$ cat src/rtl/core/qsl_pkg.sv
// Package for the quicksort unit: sizes, sequencer states and the IEEE less-than.
// No dependencies.
`timescale 1ns / 1ps
`default_nettype none
package qsl_pkg;

    localparam int MAX_ITEMS   = 64;
    localparam int STACK_DEPTH = 7;
    localparam int IDX_W       = $clog2(MAX_ITEMS);
    localparam int CNT_W       = $clog2(MAX_ITEMS + 1);
    localparam int SP_W        = $clog2(STACK_DEPTH + 1);

    typedef logic [IDX_W-1:0] idx_t;
    typedef logic [CNT_W-1:0] cnt_t;

    typedef enum logic [4:0] {
        ST_LOAD,
        ST_POP,
        ST_RANGE,
        ST_PIV_RD,
        ST_PIV_WT,
        ST_SCAN_RD,
        ST_SCAN_WT,
        ST_SCAN_CMP,
        ST_SWAP_RB,
        ST_SWAP_WR,
        ST_FIN_RD,
        ST_FIN_WT,
        ST_FIN_WR,
        ST_SPLIT,
        ST_INS_K,
        ST_INS_RD,
        ST_INS_WT,
        ST_INS_CMP,
        ST_INS_PUT,
        ST_OUT_RD,
        ST_OUT_WT,
        ST_OUT_HOLD
    } state_t;

    // memory request from the sequencer to the element store
    typedef struct packed {
        logic        we;
        idx_t        waddr;
        logic [63:0] wdata;
        idx_t        raddr;
    } mem_req_t;

    // IEEE less-than on bit patterns
    function automatic logic fp_less(input logic [63:0] a, input logic [63:0] b);
        logic [62:0] ma;
        logic [62:0] mb;
        logic        r;
        ma = a[62:0];
        mb = b[62:0];
        if (ma > 63'h7FF0000000000000 || mb > 63'h7FF0000000000000)
            r = 1'b0;
        else if (ma == '0 && mb == '0)
            r = 1'b0;
        else if (a[63] != b[63])
            r = a[63];
        else if (!a[63])
            r = ma < mb;
        else
            r = ma > mb;
        return r;
    endfunction

endpackage
`default_nettype wire

$ cat src/rtl/core/qsl_store.sv
// Element store: one write port, one registered read port.
// Depends on qsl_pkg.
`timescale 1ns / 1ps
`default_nettype none
module qsl_store
    import qsl_pkg::*;
(
    input  wire logic        clk,
    input  wire mem_req_t    req,
    output      logic [63:0] rdata
);

    logic [63:0] mem [MAX_ITEMS];

    // write and registered read
    always_ff @(posedge clk)
    begin
        if (req.we)
            mem[req.waddr] <= req.wdata;
        rdata <= mem[req.raddr];
    end

endmodule
`default_nettype wire

$ cat src/rtl/core/quicksort_lomuto_double_unit.sv
// Quicksort unit top level: load sequencer, partition engine and output stage.
// Depends on qsl_pkg and qsl_store.
//
// Usage:
//   s_axis: tdata = value[63:0], tlast = last. One element per transfer; the
//   element marked last starts the sort. Elements beyond 64 are discarded and
//   flag the set as dropped.
//   m_axis: tdata = sorted_value[63:0], tuser = dropped, tlast = final_res.
//   Results leave in ascending order, one transfer per element.
// Timing:
//   Loading accepts one element per cycle. Sorting runs on one shared
//   comparator and a store with one write port and one registered read port:
//   each scan step reads and compares an element, and each swap writes two
//   entries; N log N on average. Emission reads, registers and holds each element.
//   s_axis_tready is low from the last element until emission ends.
// Reset: asynchronous, active low; clears the count, stack pointer, flag and
//   sequencer. Store contents are not cleared.
// Stall: a result stays on m_axis until taken; the sequencer waits.
`timescale 1ns / 1ps
`default_nettype none
module quicksort_lomuto_double_unit
    import qsl_pkg::*;
(
    input  wire logic        clk,
    input  wire logic        rst_n,
    input  wire logic        s_axis_tvalid,
    output      logic        s_axis_tready,
    input  wire logic [63:0] s_axis_tdata,   // value[63:0]
    input  wire logic        s_axis_tlast,
    output      logic        m_axis_tvalid,
    input  wire logic        m_axis_tready,
    output      logic [63:0] m_axis_tdata,   // sorted_value[63:0]
    output      logic        m_axis_tuser,   // dropped
    output      logic        m_axis_tlast
);

    state_t state_reg, state_next;
    cnt_t   count_reg, count_next;
    logic   ovf_reg, ovf_next;
    logic [SP_W-1:0] sp_reg, sp_next;
    idx_t   stk_lo_reg [STACK_DEPTH];
    idx_t   stk_hi_reg [STACK_DEPTH];
    idx_t   lo_reg, lo_next, hi_reg, hi_next;
    idx_t   bound_reg, bound_next, scan_reg, scan_next;
    logic [63:0] pivot_reg, pivot_next, tmp_reg, tmp_next;
    idx_t   k_reg, k_next, m_reg, m_next;
    logic   push_en;
    idx_t   push_lo, push_hi;
    mem_req_t req;
    logic [63:0] rdata;
    logic [63:0] out_data_reg, out_data_next;
    logic        out_last_reg, out_last_next;
    idx_t        n_m1;
    logic [2*IDX_W:0] stk_save_reg, stk_save_next;
    logic [63:0] cmp_b;
    logic        cmp_lt;

    qsl_store u_store (.clk(clk), .req(req), .rdata(rdata));

    assign n_m1 = IDX_W'(count_reg - 1'b1);

    // shared comparator: scan against pivot, insertion against store entry
    assign cmp_b  = (state_reg == ST_INS_CMP) ? rdata : pivot_reg;
    assign cmp_lt = fp_less(tmp_reg, cmp_b);

    // split arithmetic
    logic [IDX_W:0] left_len, right_len;
    idx_t sl, sh, bl, bh;
    logic sm_ok, bg_ok;
    always_comb
    begin
        left_len  = {1'b0, bound_reg} - {1'b0, lo_reg};
        right_len = {1'b0, hi_reg} - {1'b0, bound_reg};
        if (left_len > right_len)
        begin
            sl = bound_reg + 1'b1; sh = hi_reg;
            bl = lo_reg;           bh = bound_reg - 1'b1;
            sm_ok = bound_reg < hi_reg;
            bg_ok = bound_reg > lo_reg + 1'b1 && bound_reg != lo_reg;
        end
        else
        begin
            sl = lo_reg;           sh = bound_reg - 1'b1;
            bl = bound_reg + 1'b1; bh = hi_reg;
            sm_ok = bound_reg > lo_reg;
            bg_ok = {1'b0, hi_reg} > {1'b0, bound_reg} + 2'd1;
        end
    end

    // next state and datapath
    always_comb
    begin
        state_next = state_reg; count_next = count_reg; ovf_next = ovf_reg;
        sp_next = sp_reg; lo_next = lo_reg; hi_next = hi_reg;
        bound_next = bound_reg; scan_next = scan_reg; pivot_next = pivot_reg;
        tmp_next = tmp_reg; k_next = k_reg; m_next = m_reg;
        stk_save_next = stk_save_reg;
        push_en = 1'b0; push_lo = bl; push_hi = bh;
        out_data_next = out_data_reg; out_last_next = out_last_reg;
        req = '{we: 1'b0, waddr: '0, wdata: s_axis_tdata, raddr: '0};
        unique case (state_reg)
            ST_LOAD:
            begin
                req.waddr = IDX_W'(count_reg);
                if (s_axis_tvalid)
                begin
                    if (count_reg < CNT_W'(MAX_ITEMS))
                    begin
                        req.we = 1'b1;
                        count_next = count_reg + 1'b1;
                    end
                    else
                        ovf_next = 1'b1;
                    if (s_axis_tlast)
                    begin
                        if ((count_next) >= CNT_W'(2))
                        begin
                            push_en = 1'b1; push_lo = '0;
                            push_hi = IDX_W'(count_next - 1'b1);
                            state_next = ST_POP;
                        end
                        else if (count_next == CNT_W'(1))
                        begin
                            k_next = '0;
                            state_next = ST_OUT_RD;
                        end
                        else
                        begin
                            ovf_next = 1'b0;
                        end
                    end
                end
            end
            ST_POP:
                if (sp_reg == '0)
                begin
                    k_next = '0;
                    state_next = ST_OUT_RD;
                end
                else
                begin
                    sp_next = sp_reg - 1'b1;
                    lo_next = stk_lo_reg[sp_next];
                    hi_next = stk_hi_reg[sp_next];
                    state_next = ST_RANGE;
                end
            ST_RANGE:
                state_next = (lo_reg < hi_reg) ? ST_PIV_RD : ST_POP;
            ST_PIV_RD:
            begin
                req.raddr = hi_reg;
                bound_next = lo_reg; scan_next = lo_reg;
                state_next = ST_PIV_WT;
            end
            ST_PIV_WT:
            begin
                pivot_next = rdata;
                state_next = ST_SCAN_RD;
            end
            ST_SCAN_RD:
            begin
                req.raddr = scan_reg;
                state_next = (scan_reg < hi_reg) ? ST_SCAN_WT : ST_FIN_RD;
            end
            ST_SCAN_WT:
            begin
                req.raddr = bound_reg;
                tmp_next = rdata;
                state_next = ST_SCAN_CMP;
            end
            ST_SCAN_CMP:
            begin
                // keep store[bound] on the read port for the swap
                req.raddr = bound_reg;
                if (cmp_lt)
                    state_next = ST_SWAP_RB;
                else
                begin
                    scan_next = scan_reg + 1'b1;
                    state_next = ST_SCAN_RD;
                end
            end
            ST_SWAP_RB:
            begin
                // rdata holds store[bound]; put scan value at bound
                req.we = 1'b1; req.waddr = bound_reg; req.wdata = tmp_reg;
                tmp_next = rdata;
                state_next = ST_SWAP_WR;
            end
            ST_SWAP_WR:
            begin
                req.we = 1'b1; req.waddr = scan_reg; req.wdata = tmp_reg;
                bound_next = bound_reg + 1'b1;
                scan_next = scan_reg + 1'b1;
                state_next = ST_SCAN_RD;
            end
            ST_FIN_RD:
            begin
                req.raddr = bound_reg;
                state_next = ST_FIN_WT;
            end
            ST_FIN_WT:
            begin
                req.we = 1'b1; req.waddr = bound_reg; req.wdata = pivot_reg;
                tmp_next = rdata;
                state_next = ST_FIN_WR;
            end
            ST_FIN_WR:
            begin
                req.we = 1'b1; req.waddr = hi_reg; req.wdata = tmp_reg;
                state_next = ST_SPLIT;
            end
            ST_SPLIT:
            begin
                lo_next = sl; hi_next = sh;
                if (!sm_ok)
                begin
                    lo_next = '1; hi_next = '0;
                end
                state_next = ST_RANGE;
                if (bg_ok)
                begin
                    if (sp_reg < SP_W'(STACK_DEPTH))
                        push_en = 1'b1;
                    else
                    begin
                        // stack full: insertion sort of the larger side
                        push_lo = sl; push_hi = sh;
                        push_en = 1'b0;
                        lo_next = bl; hi_next = bh;
                        k_next = bl + 1'b1;
                        stk_save_next = {sm_ok, sl, sh};
                        state_next = ST_INS_K;
                    end
                end
            end
            ST_INS_K:
            begin
                req.raddr = k_reg;
                m_next = k_reg;
                state_next = ST_INS_WT;
            end
            ST_INS_WT:
            begin
                tmp_next = rdata;
                state_next = ST_INS_RD;
            end
            ST_INS_RD:
            begin
                req.raddr = m_reg - 1'b1;
                state_next = (m_reg > lo_reg) ? ST_INS_CMP : ST_INS_PUT;
            end
            ST_INS_CMP:
                // rdata is store[m-1]
                if (cmp_lt)
                begin
                    req.we = 1'b1; req.waddr = m_reg; req.wdata = rdata;
                    m_next = m_reg - 1'b1;
                    state_next = ST_INS_RD;
                end
                else
                    state_next = ST_INS_PUT;
            ST_INS_PUT:
            begin
                req.we = 1'b1; req.waddr = m_reg; req.wdata = tmp_reg;
                if (k_reg == hi_reg)
                begin
                    lo_next = stk_save_reg[2*IDX_W-1:IDX_W];
                    hi_next = stk_save_reg[IDX_W-1:0];
                    if (!stk_save_reg[2*IDX_W])
                    begin
                        lo_next = '1; hi_next = '0;
                    end
                    state_next = ST_RANGE;
                end
                else
                begin
                    k_next = k_reg + 1'b1;
                    state_next = ST_INS_K;
                end
            end
            ST_OUT_RD:
            begin
                req.raddr = k_reg;
                state_next = ST_OUT_WT;
            end
            ST_OUT_WT:
            begin
                out_data_next = rdata;
                out_last_next = (k_reg == n_m1);
                state_next = ST_OUT_HOLD;
            end
            ST_OUT_HOLD:
                if (m_axis_tready)
                begin
                    if (out_last_reg)
                    begin
                        count_next = '0; ovf_next = 1'b0; sp_next = '0;
                        state_next = ST_LOAD;
                    end
                    else
                    begin
                        k_next = k_reg + 1'b1;
                        state_next = ST_OUT_RD;
                    end
                end
            default: state_next = ST_LOAD;
        endcase
    end

    // control registers
    always_ff @(posedge clk or negedge rst_n)
    begin
        if (!rst_n)
        begin
            state_reg <= ST_LOAD;
            count_reg <= '0;
            ovf_reg   <= 1'b0;
            sp_reg    <= '0;
        end
        else
        begin
            state_reg <= state_next;
            count_reg <= count_next;
            ovf_reg   <= ovf_next;
            sp_reg    <= push_en ? sp_next + 1'b1 : sp_next;
        end
    end

    // payload registers
    always_ff @(posedge clk)
    begin
        lo_reg <= lo_next; hi_reg <= hi_next;
        bound_reg <= bound_next; scan_reg <= scan_next;
        pivot_reg <= pivot_next; tmp_reg <= tmp_next;
        k_reg <= k_next; m_reg <= m_next;
        stk_save_reg <= stk_save_next;
        out_data_reg <= out_data_next; out_last_reg <= out_last_next;
    end

    // range stack writes
    always_ff @(posedge clk)
    begin
        if (push_en)
        begin
            for (int i = 0; i < STACK_DEPTH; i++)
            begin
                if (sp_next == SP_W'(i))
                begin
                    stk_lo_reg[i] <= push_lo;
                    stk_hi_reg[i] <= push_hi;
                end
            end
        end
    end

    assign s_axis_tready = (state_reg == ST_LOAD);
    assign m_axis_tvalid = (state_reg == ST_OUT_HOLD);
    assign m_axis_tdata  = out_data_reg;
    assign m_axis_tlast  = out_last_reg;
    assign m_axis_tuser  = ovf_reg;

`ifndef ASSERT_OFF
    a_no_overlap: assert property (@(posedge clk) disable iff (!rst_n)
        !(s_axis_tready && m_axis_tvalid))
        else $error("input and output active together");
    a_sp_bound: assert property (@(posedge clk) disable iff (!rst_n)
        sp_reg <= SP_W'(STACK_DEPTH))
        else $error("range stack overrun");
    a_count_bound: assert property (@(posedge clk) disable iff (!rst_n)
        count_reg <= CNT_W'(MAX_ITEMS))
        else $error("element count overrun");
    a_end_clear: assert property (@(posedge clk) disable iff (!rst_n)
        m_axis_tvalid && m_axis_tready && m_axis_tlast |=> count_reg == '0 && !ovf_reg)
        else $error("set not cleared after emission");
`endif

endmodule
`default_nettype wire

$ cat config.mk
export PLATFORM = sky130hd
export DESIGN_NAME = quicksort_lomuto_double_unit
export DESIGN_NICKNAME = d
export VERILOG_FILES = /design/src/rtl/core/qsl_pkg.sv /design/src/rtl/core/qsl_store.sv /design/src/rtl/core/quicksort_lomuto_double_unit.sv
export SDC_FILE = /design/constraint.sdc
export NUM_CORES = 2
export LEC_CHECK = 0
export BUFFER_PORTS_ARGS = -buffer_cell sky130_fd_sc_hd__buf_2
export CAP_MARGIN = 20
export CORE_MARGIN = 1.5
export CORE_UTILIZATION = 55
export CTS_BUF_LIST = sky130_fd_sc_hd__clkbuf_4
export CTS_CLUSTER_DIAMETER = 40
export DETAILED_ROUTE_END_ITERATION = 10
export PLACE_DENSITY = 0.71
export SKIP_CTS_REPAIR_TIMING = 1
export SLEW_MARGIN = 40
export SYNTH_ARGS = -nofsm -noshare
export SYNTH_HDL_FRONTEND = slang
export SYNTH_MEMORY_MAX_BITS = 65536
export SYNTH_SLANG_ARGS = --single-unit
export TNS_END_PERCENT = 5
$ cat constraint.sdc
create_clock -name clk -period 22.4 [get_ports clk]
set_input_delay 1.12 -clock clk [delete_from_list [all_inputs] [get_ports clk]]
set_output_delay 1.12 -clock clk [all_outputs]
set_load 0.05 [all_outputs]
==> qor.yml <==
route.layer.met1.wl_um: 185900
crit_path_max_fanout: 50
timing.hold.worst_path_depth: 2
cap_violations: 0
finalWorstPathRequiredPeriod_ns: 8.511
clk_path_buf_depth: 5
initial_antenna_violation_count: 74
final-setup-viol-count: 0
synth-seq-area-share_pct: 76.95
die_w_um: 566.7
global_route.overflow_total: 0
post-route-cell-area_um2: 196800
top_layer: "met5"
design.die.area_um2: 321100
critical_path.reg2reg.startpoint: "state_reg[1]$_DFFE_PN0P_"
register_name_with_the_most_flops: "u_store.mem"
synth_simple_gate_area_share_pct: 1.844
violated_checks: "design-rule violations"
fmax_ghz: 0.1175
tritoncts: "built"
clock_sinks: 4502
startpoint_type: "flip-flop"
met2_wirelength_um: 230500
synth-compound-area-share_pct: 4.789
htree_num_levels: 7
fraction_of_synthesis_flops_using_an_asynchronous_set_or_reset_pin_pct: 0.3554
total_power_mw: 29.44
ff2ff_path_depth: 17
hold_path_end: "u_store.mem[7][1]$_DFFE_PP_"
critical_path_required_ns: 23.59
outcome: "finished with violations"
synthAdderAreaFrac_pct: 0.9395
detailed_route_iter0_violations: 15520
clk_latency_ns: 1.68
pin_count_of_the_biggest_net_entering_global_routing: 132
tritoncts.num_buffers: 1184
ir_drop_worst_case_vdd_mv: 0.1927
tightest_hold_margin_ns: 0.1853
library_cell_used_as_clock_root_buffer: "sky130_fd_sc_hd__clkbuf_4"
power-per-cell-area_nw_per_um2: 149.6
clock-skew-final_ns: 0.1814
multiInputGateArea_um2: 38830
netlist-cell-type-count: 83
layout_worst_path_cycle_share_pct: 38.00
sequential_cell_area_um2: 134500
synth-seq-cells: 4502
tightest_slew_ns: 1.044
cp-end-kind: "flip-flop"
vias: 96390
drt-vias-per-instance: 6.754
synthesis.nets: 8344
first_pass_grt_wire_length_um: 706300
global_route.usage.total_pct: 31.66
postRouteAntennaNets: 0
cell_area_after_synthesis_um2: 174700
worst-endpoint-arrival_ns: 9.70
setup_tns_ns: 0
initial_utilization_pct: 55.39
drt_wl_total_um: 504800
fillerInstances: 21820
drt_pre_antenna_iters: 11
syn_area_per_cell_um2: 21.45
hold_viol_final: 0
io_pins: 137
max-slew-margin-rel_pct: 30.37
grt_pass1_vias: 95760
setup.reg_to_reg.worst_slack_ns: 13.89
area_added_between_synthesis_and_finish_pct: 12.62
r2r-end: "u_store.mem[22][37]$_DFFE_PP_"
placement.io_buffers: 136
drc_errors: 1
p_leak_nw: 63.87
largest_register_ff_count: 4096
netlist_instances: 8145
yosysWarningCount: 0
report.final.slew_viol_count: 0
ys_dominant_reg_cell: "sky130_fd_sc_hd__edfxtp_1"
worst_min_path_start: "s_axis_tdata[1]"
path_clk_slew_ns: 0.07
fin_nets: 9531
met3WireLength_um: 70960
layout-drive-gt1-share_pct: 33.77
number_of_enable_type_register_cells_in_the_synthesized_netlist: 4422
dp_hpwl_um: 300600
hold_crit_path_type: "input port to flip-flop"
placement_rows: 206
die_height_um: 566.7
dpl-instance-area_um2: 182100
synth_top_family_by_area: "multiplexers"
wl_per_cell_um: 35.37
design.core.area_um2: 315500
critPathKind: "flip-flop to flip-flop"
rsz0062_at_grt: "no"
synthXorXnorAreaFrac_pct: 0.2657
muxShareOfSynthArea_pct: 13.87
finalWeightedCongestion: 0.9180
per-stage QoR:
stage                     setup slack, ns  utilization, %  instances
after detailed placement            13.78           57.72      12280
after floorplan                     11.11               -       8145
after CTS                           13.78           62.14      14190
after global placement              13.53           57.51      12250
final                               13.89           62.37      14270
after global routing                13.58           62.35      14240
worst max-delay path, stage by stage (launching register included):
cell	delay [ns]
sky130_fd_sc_hd__dfrtp_1	0.83
sky130_fd_sc_hd__nor2b_1	0.26
sky130_fd_sc_hd__nand2_4	0.51
sky130_fd_sc_hd__buf_6	0.60
sky130_fd_sc_hd__mux2i_1	0.17
sky130_fd_sc_hd__ha_1	0.35
sky130_fd_sc_hd__nand4_1	0.18
sky130_fd_sc_hd__nor4_1	0.69
sky130_fd_sc_hd__and2_1	0.25
sky130_fd_sc_hd__a41oi_1	0.22
sky130_fd_sc_hd__a22o_1	0.35
sky130_fd_sc_hd__nor3_4	0.21
sky130_fd_sc_hd__buf_4	0.64
sky130_fd_sc_hd__nor2_2	0.08
sky130_fd_sc_hd__buf_4	0.26
sky130_fd_sc_hd__or4b_1	0.90
sky130_fd_sc_hd__and3b_4	0.89
sky130_fd_sc_hd__buf_4	0.64
cells by family (layout without fill, tap and decap cells):
logic type | count (synthesis) | count (layout)
other cells | 0 | 52
fa+ha+maj | 130 | 130
buf+inv | 520 | 2434
simple gates | 609 | 609
compound gates | 1206 | 1206
mux | 1125 | 1125
xor+xnor | 53 | 53
flops | 4502 | 4502
metal layers:
metal	GRT usage [%]	up-vias
met3	10.92	929
met5	0	-
met4	12.79	16
met1	43.84	50160
li1	-	37970
met2	46.49	7306
Yosys cell counts (all sizes together) (27+ instances only):
master / number / area share, %
buf: 232 / 0.72
nor2b: 27 / 0.097
or4: 66 / 0.28
nand2: 115 / 0.25
nor4: 55 / 0.20
nor2: 143 / 0.31
a221o: 77 / 0.44
xnor2: 39 / 0.20
nand4: 31 / 0.11
edfxtp: 4422 / 76
dfxtp: 64 / 0.73
inv: 60 / 0.13
mux2i: 82 / 0.47
a21oi: 346 / 0.99
ha: 128 / 0.92
nand3: 47 / 0.13
mux4: 1036 / 13
a22oi: 520 / 2.2
clkbuf: 225 / 0.48
nor3: 42 / 0.12
a22o: 75 / 0.38
o21ai: 75 / 0.21
cell type report:
class / count / area share, %
tap: 4160 / 2.645
antenna: 52 / 0.06613
clock inverter: 269 / 0.8018
sequential: 4502 / 68.34
multi-input combinational: 3123 / 19.73
timing repair buffer: 458 / 2.026
clock buffer: 1644 / 6.272
inverter: 63 / 0.1202
worst max path at each step:
stage,from,to,slack [ns],cells past startpoint
2_1_floorplan,state_reg[0]$_DFFE_PN0P_,u_store.mem[19][0]$_DFFE_PP_,11.11,17
3_3_place_gp,state_reg[1]$_DFFE_PN0P_,u_store.mem[3][52]$_DFFE_PP_,13.53,17
3_5_place_dp,state_reg[1]$_DFFE_PN0P_,u_store.mem[22][41]$_DFFE_PP_,13.78,17
4_1_cts,state_reg[1]$_DFFE_PN0P_,u_store.mem[22][53]$_DFFE_PP_,13.78,17
5_1_grt,state_reg[1]$_DFFE_PN0P_,u_store.mem[22][53]$_DFFE_PP_,13.58,17
6_report,state_reg[1]$_DFFE_PN0P_,u_store.mem[22][37]$_DFFE_PP_,13.89,17
power by group:
part,switching [mW],internal [mW]
Combinational,7.26,3.92
Sequential,0.496,11.0
Clock,3.22,3.57
cells in the final DEF (no fill, tap or decap), types with 39 or more instances in the layout:
cell type	instances
sky130_fd_sc_hd__nor4_1	47
sky130_fd_sc_hd__xnor2_1	39
sky130_fd_sc_hd__clkinv_1	191
sky130_fd_sc_hd__nor2_1	98
sky130_fd_sc_hd__o21ai_0	71
sky130_fd_sc_hd__ha_1	128
sky130_fd_sc_hd__edfxtp_1	4422
sky130_fd_sc_hd__a21oi_1	324
sky130_fd_sc_hd__clkbuf_4	1645
sky130_fd_sc_hd__mux4_2	1036
sky130_fd_sc_hd__diode_2	52
sky130_fd_sc_hd__dfxtp_1	60
sky130_fd_sc_hd__a22oi_1	519
sky130_fd_sc_hd__nor2_4	43
sky130_fd_sc_hd__nand3_1	46
sky130_fd_sc_hd__buf_4	227
sky130_fd_sc_hd__buf_2	137
sky130_fd_sc_hd__nand2_1	113
sky130_fd_sc_hd__inv_1	58
sky130_fd_sc_hd__mux2i_1	82
sky130_fd_sc_hd__a22o_1	75
sky130_fd_sc_hd__or4_1	66
Note: power is estimated with default switching activity, not from simulation.
